<file path="config.mk">
export PLATFORM = sky130hd
export DESIGN_NAME = sqmm_mac
export DESIGN_NICKNAME = d
export VERILOG_FILES = /design/src/hdl/sqmm_pkg.sv /design/src/hdl/sqmm_mac.sv
export SDC_FILE = /design/constraint.sdc
export NUM_CORES = 1
export LEC_CHECK = 0
export BUFFER_PORTS_ARGS = -buffer_cell sky130_fd_sc_hd__buf_4
export CORE_ASPECT_RATIO = 1.75
export CORE_MARGIN = 3
export CORE_UTILIZATION = 65
export DETAILED_ROUTE_END_ITERATION = 10
export PLACE_DENSITY = 0.84
export SLEW_MARGIN = 20
export SYNTH_ARGS = -nofsm -noshare
export SYNTH_HDL_FRONTEND = slang
export SYNTH_SLANG_ARGS = --single-unit
</file>
<file path="constraint.sdc">
create_clock -name clk -period 8.96 [get_ports clk]
set_clock_uncertainty 0.05 [all_clocks]
set_input_delay 1.792 -clock clk [delete_from_list [all_inputs] [get_ports clk]]
set_output_delay 1.792 -clock clk [all_outputs]
set_load 0.02 [all_outputs]
</file>
<file path="src/hdl/sqmm_pkg.sv">
// Shared constants and types of the square matrix multiplier.
`default_nettype none
package sqmm_pkg;

  localparam int MAX_DIM = 64;

  localparam int DATA_W = 16;
  localparam int PROD_W = 2 * DATA_W;
  localparam int IDX_W  = $clog2(MAX_DIM);
  localparam int DIM_W  = $clog2(MAX_DIM + 1);
  localparam int ADDR_W = $clog2(MAX_DIM * MAX_DIM);
  localparam int ACC_W  = PROD_W + $clog2(MAX_DIM) + 1;
  localparam int OUT_W  = 38;
  localparam int POS_W  = 6;
  localparam int SIZE_W = 7;
  localparam int CMP_W  = (DIM_W > SIZE_W) ? DIM_W : SIZE_W;

  localparam logic [SIZE_W-1:0] SIZE_RESET = 7'd64;

  localparam logic CMD_LOAD = 1'b0;
  localparam logic CMD_READ = 1'b1;

  typedef struct packed {
    logic en;
    logic last;
  } mac_ctl_t;

endpackage
`default_nettype wire

</file>
<file path="src/hdl/sqmm_mac.sv">
// Multiply-accumulate datapath with saturation of the finished sum.
`default_nettype none
module sqmm_mac (
  input  wire logic                               clk,
  input  wire logic                               rst,
  input  wire sqmm_pkg::mac_ctl_t                 ctl,
  input  wire logic signed [sqmm_pkg::DATA_W-1:0] a_data,
  input  wire logic signed [sqmm_pkg::DATA_W-1:0] b_data,
  output logic                                    done,
  output logic signed      [sqmm_pkg::OUT_W-1:0]  product_value
);
  import sqmm_pkg::*;

  localparam int EXT_W = (ACC_W > OUT_W) ? ACC_W : OUT_W;
  localparam logic signed [EXT_W-1:0] SAT_MAX =
    {{(EXT_W-OUT_W+1){1'b0}}, {(OUT_W-1){1'b1}}};
  localparam logic signed [EXT_W-1:0] SAT_MIN =
    {{(EXT_W-OUT_W+1){1'b1}}, {(OUT_W-1){1'b0}}};

  logic signed [PROD_W-1:0] prod;
  mac_ctl_t                 p_ctl;
  logic signed [ACC_W-1:0]  acc;
  logic signed [PROD_W-1:0] contrib;
  logic signed [ACC_W-1:0]  sum;
  logic signed [EXT_W-1:0]  sum_ext;
  logic signed [OUT_W-1:0]  sat;

  assign contrib = p_ctl.en ? prod : '0;
  assign sum     = acc + ACC_W'(contrib);
  assign sum_ext = EXT_W'(sum);

  always_comb begin
    if (sum_ext > SAT_MAX) begin
      sat = SAT_MAX[OUT_W-1:0];
    end else if (sum_ext < SAT_MIN) begin
      sat = SAT_MIN[OUT_W-1:0];
    end else begin
      sat = sum_ext[OUT_W-1:0];
    end
  end

  always_ff @(posedge clk) begin
    prod <= a_data * b_data;
    if (p_ctl.last) begin
      product_value <= sat;
    end
  end

  always_ff @(posedge clk) begin
    if (rst) begin
      p_ctl <= '0;
      acc   <= '0;
      done  <= 1'b0;
    end else begin
      p_ctl <= ctl;
      done  <= p_ctl.last;
      if (p_ctl.last) begin
        acc <= '0;
      end else if (p_ctl.en) begin
        acc <= sum;
      end
    end
  end

endmodule
`default_nettype wire

</file>
**Yosys cells after proc, flatten, opt, wreduce, memory -nomap -nowiden**

Index checks and enable logic that the tools add are counted.

- Input bits: 36
- Flip-flop bits (word level): 112
- Output and inout bits: 39

- Add/sub/neg operators: 1
- Mux-type cells: 2
- Reduce and logical (&&, ||, !) cells: 1
- Magnitude comparators: 2
- Multiply operators: 1

Operators by type and width:

| cell | number |
|---|---|
| 39-bit by 32-bit adder with 39-bit output | 1 |
| 39-bit by 38-bit greater-than comparator with 1-bit output, second input constant | 1 |
| 39-bit by 38-bit less-than comparator with 1-bit output, second input constant | 1 |
| 38-bit two-way mux | 1 |
| 16-bit by 16-bit multiplier with 32-bit output | 1 |
| 32-bit two-way mux | 1 |
| 2-bit OR reduction | 1 |

**Logic depth before layout (Yosys ltp)**

- Word-level depth: 4
- Depth in mapped cells: 24
- Gate-level depth less buffers: 22

**Worst setup path before layout**

OpenSTA, ideal clock, no wires.

- Path type: input to register
- Start: in b_data[7] (netlist bit)
- End: reg prod[31]
- Library setup time: 0.118 ns
- Required time: 8.792 ns
- Path slack: 1.326 ns
- Stages: 24
- Arrival: 7.466 ns
- Cells stage by stage: clkbuf_1 nand2_1 fa_1 inv_1 fa_1 inv_1 fa_1 inv_1 fa_1 fa_1 inv_1 fa_1 inv_1 ha_1 clkbuf_1 a21oi_1 o21ai_1 a221oi_1 o221ai_2 o31ai_4 a311oi_1 a41o_1 o41a_1 xnor2_1

- Cells in the longest elaborated chain, start to end: 1

Ends and longest elaborated chain:

| element | RTL line | text |
|---|---|---|
| start, declared | sqmm_mac.sv:8 | `input wire logic signed [sqmm_pkg::DATA_W-1:0] b_data,` |
| 16-bit by 16-bit multiplier with 32-bit output | sqmm_mac.sv:43 | `prod <= a_data * b_data;` |
| end signal, assigned | sqmm_mac.sv:43 |  |
| end, declared | sqmm_mac.sv:20 | `logic signed [PROD_W-1:0] prod;` |

No other way between the ends.
A chain may end at the register's enable or synchronous reset.

**Worst setup path in the final report**

- Start: in a_data[8] (netlist bit)
- End: reg prod[31]

- Cells in the longest elaborated chain, start to end: 1

Ends and longest elaborated chain:

| element | RTL line | text |
|---|---|---|
| start, declared | sqmm_mac.sv:7 | `input wire logic signed [sqmm_pkg::DATA_W-1:0] a_data,` |
| 16-bit by 16-bit multiplier with 32-bit output | sqmm_mac.sv:43 |  |

No other way between the ends.

==> impl_metrics.env <==
export IMPL_worst_slack_ns=1.38
export IMPL_yosysWarnings=0
export IMPL_worstHoldPathType="flip-flop to flip-flop"
export IMPL_maxSlewHeadroom=0.409
export IMPL_final_layout_size_suffix_gt1_frac=0.0843
export IMPL_pre_cts_ws_ns=0.973
export IMPL_dp_cells=2047
export IMPL_grt_overflow_total=0
export IMPL_seq_area_um2=2630
export IMPL_postCtsSetupRepairBufs=0
export IMPL_ys_flop_type="dfxtp_1"
export IMPL_hold_violations=0
export IMPL_grt_use_met2=0.516
export IMPL_grt_pass1_wl_um=59900
export IMPL_critPathKind="input port to flip-flop"
export IMPL_crit_fanout=16
export IMPL_timing_hold_ws_ns=0.428
export IMPL_tightest_slew_ns=0.887
export IMPL_cts_resized=0
export IMPL_initial_core_util=0.666
export IMPL_nets=2170
export IMPL_multi_input_area_um2=12000
export IMPL_die_w_um=125
export IMPL_grt_max_degree=46
export IMPL_synth_seq_cells=112
export IMPL_ant_nets=0
export IMPL_wl_per_cell_um=17.0
export IMPL_status="complete, no violations"
export IMPL_num_rows=75
export IMPL_drc=0
export IMPL_clk_latency_ns=0.37
export IMPL_gp_congestion=0.954
export IMPL_n_antenna_cell=0
export IMPL_worstPathCellList="buf_4 > and2_1 > fa_1 > inv_1 > fa_1 > fa_1 > inv_1 > fa_1 > fa_1 > inv_1 > fa_1 > inv_1 > ha_1 > a21oi_1 > o21ai_1 > a221oi_1 > o221ai_2 > o31ai_4 > a311oi_1 > a41o_1 > o41a_1 > xnor2_1"
export IMPL_synth_area_um2=16100
export IMPL_area_growth_syn_to_layout_pct=6.37
export IMPL_crit_buf_inv=5
export IMPL_dr_pass1_iters=5
export IMPL_io_pins=75
export IMPL_setup_viol=0
export IMPL_slowest_delay_ns=0.54
export IMPL_grt_usage=0.273
export IMPL_post_route_min_period_ns=7.58
export IMPL_drt_total_wl_um=35100
export IMPL_syn_area_per_cell_um2=9.34
export IMPL_grtUsageMet1=0.305
export IMPL_fillerInstances=1878
export IMPL_via_count=11900
export IMPL_path_delay_family="adder cells"
export IMPL_synth_edf_count=38
export IMPL_arrival_ns=7.78
export IMPL_finalSetupTns_ns=0
export IMPL_initialDrtViolationCount=553
export IMPL_cts_tree="yes"
export IMPL_viasPerCell=5.74
export IMPL_busiest_layer="met2"
export IMPL_first_global_vias=12900
export IMPL_clock_sinks=112
export IMPL_cpMostUsedCell="fa_1"
export IMPL_dp_hpwl_um=29300
export IMPL_synth_cell_types=80
export IMPL_cts_hold_buf=0
export IMPL_cts_root_buf="clkbuf_16"
export IMPL_cts_buffers=9
export IMPL_instances_no_fill=2064
export IMPL_coreArea_um2=24200
export IMPL_clock_path_buffers=2
export IMPL_rsz0062_at_grt="no"
export IMPL_max_cap_viol_count=0
export IMPL_htreeDepth=3
export IMPL_antenna_found_initial=0
export IMPL_die_y_um=214
export IMPL_cpMaxStageDelayCell="fa_1"
export IMPL_syn_num_nets=2147
export IMPL_ys_seq_area_frac=0.163
export IMPL_fmax_mhz=132
export IMPL_finalMaxSlewViolations=0
export IMPL_grtUsageMet3=0.0302
export IMPL_portBuffers=74
export IMPL_final_period_utilization=0.846
export IMPL_synthArstFlopShare=0
export IMPL_crit_required_ns=9.16
export IMPL_path_clk_slew_ns=0.07
export IMPL_syn_inst=1728
export IMPL_die_area_um2=26800
export IMPL_cp_end_kind="flip-flop"
export IMPL_start_kind="input port"
==> placed cells by master, fill, tap and decap left out, types with 6 or more instances in the layout <==
cell type and instances:
a211oi_1 7, a21o_1 37, a21oi_1 73, and2_1 151, buf_4 77, clkbuf_16 9, dfxtp_1 72, edfxtp_1 38
fa_1 263, ha_1 120, inv_1 334, maj3_2 31, mux2i_1 32, nand2_1 168, nand2b_1 10, nand3_1 17
nand4_1 13, nor2_1 81, nor2b_1 7, nor3_1 9, o211ai_1 6, o21a_1 7, o21ai_0 21, o21ai_1 15
o21bai_1 13, xnor2_1 49, xor2_1 17
==> stage by stage <==
stage	utilization	cell area (µm²)
global route	0.709	17200
floorplan	-	16100
global placement	0.695	16800
detailed placement	0.695	16800
CTS	0.708	17100
finish	0.709	17200
==> tightest hold or removal path, delay by kind of cell (launching register included) <==
kind,cells,cell delay (ns)
AO/OA/AOI/OAI,1,0.05
flip-flops,1,0.32
AND/OR/NAND/NOR,1,0.06
==> cells in the mapped netlist (9+ instances only) <==
master | number | area share
inv_1 | 334 | 0.078
a21o_1 | 37 | 0.017
nor3_1 | 9 | 0.0028
xnor2_1 | 49 | 0.027
o21ai_0 | 21 | 0.0065
maj3_2 | 31 | 0.022
edfxtp_1 | 38 | 0.071
and2_1 | 151 | 0.059
mux2i_1 | 32 | 0.020
fa_1 | 263 | 0.33
nor2_1 | 81 | 0.019
a21oi_1 | 73 | 0.023
clkbuf_1 | 53 | 0.012
nand3_1 | 17 | 0.0053
o21bai_1 | 13 | 0.0060
ha_1 | 120 | 0.093
nand2_1 | 168 | 0.039
dfxtp_1 | 74 | 0.092
nand2b_1 | 10 | 0.0039
nand4_1 | 13 | 0.0050
o21ai_1 | 15 | 0.0047
xor2_1 | 18 | 0.0098
==> kinds of logic after synthesis <==
family | count (synthesis) | share of synthesized area
compound gates | 222 | 0.0938
xor+xnor | 68 | 0.0381
fa+ha+maj | 414 | 0.441
buf+inv | 401 | 0.0963
flops | 112 | 0.163
mux | 33 | 0.0208
simple gates | 478 | 0.147
==> layout make-up <==
| cell class | instances | area share |
|---|---|---|
| well taps | 308 | 0.0225 |
| repair buffers | 78 | 0.0353 |
| flip-flops and latches | 112 | 0.153 |
| clock inverters | 6 | 0.00481 |
| multi-input cells | 1215 | 0.698 |
| inverters | 335 | 0.0733 |
| clock buffers | 10 | 0.0133 |
==> registers in the layout, indices dropped and copies added (netlist names) <==
register / count
prod: 32
done: 1
product_value: 38
p_ctl: 2
acc: 39
==> worst paths after layout <==
check | from | endpoint | slack, ns | cells past startpoint
setup reg to reg | p_ctl[1] | product_value[32] | 4.24 | 13
hold reg to reg | acc[34] | acc[34] | 0.43 | 2
hold / removal | acc[34] | acc[34] | 0.43 | 2
setup / recovery | a_data[8] | prod[31] | 1.38 | 22
==> metal layers <==
layer	routed length, µm	vias up	share of wire
li1	-	5470	-
met1	13000	5870	0.37
met2	19200	400	0.55
met3	1470	111	0.042
met4	1470	0	0.042
met5	0	-	0
Power is not shown: default switching activity piles up to over one toggle a cycle in this logic, so the estimate is an artifact.
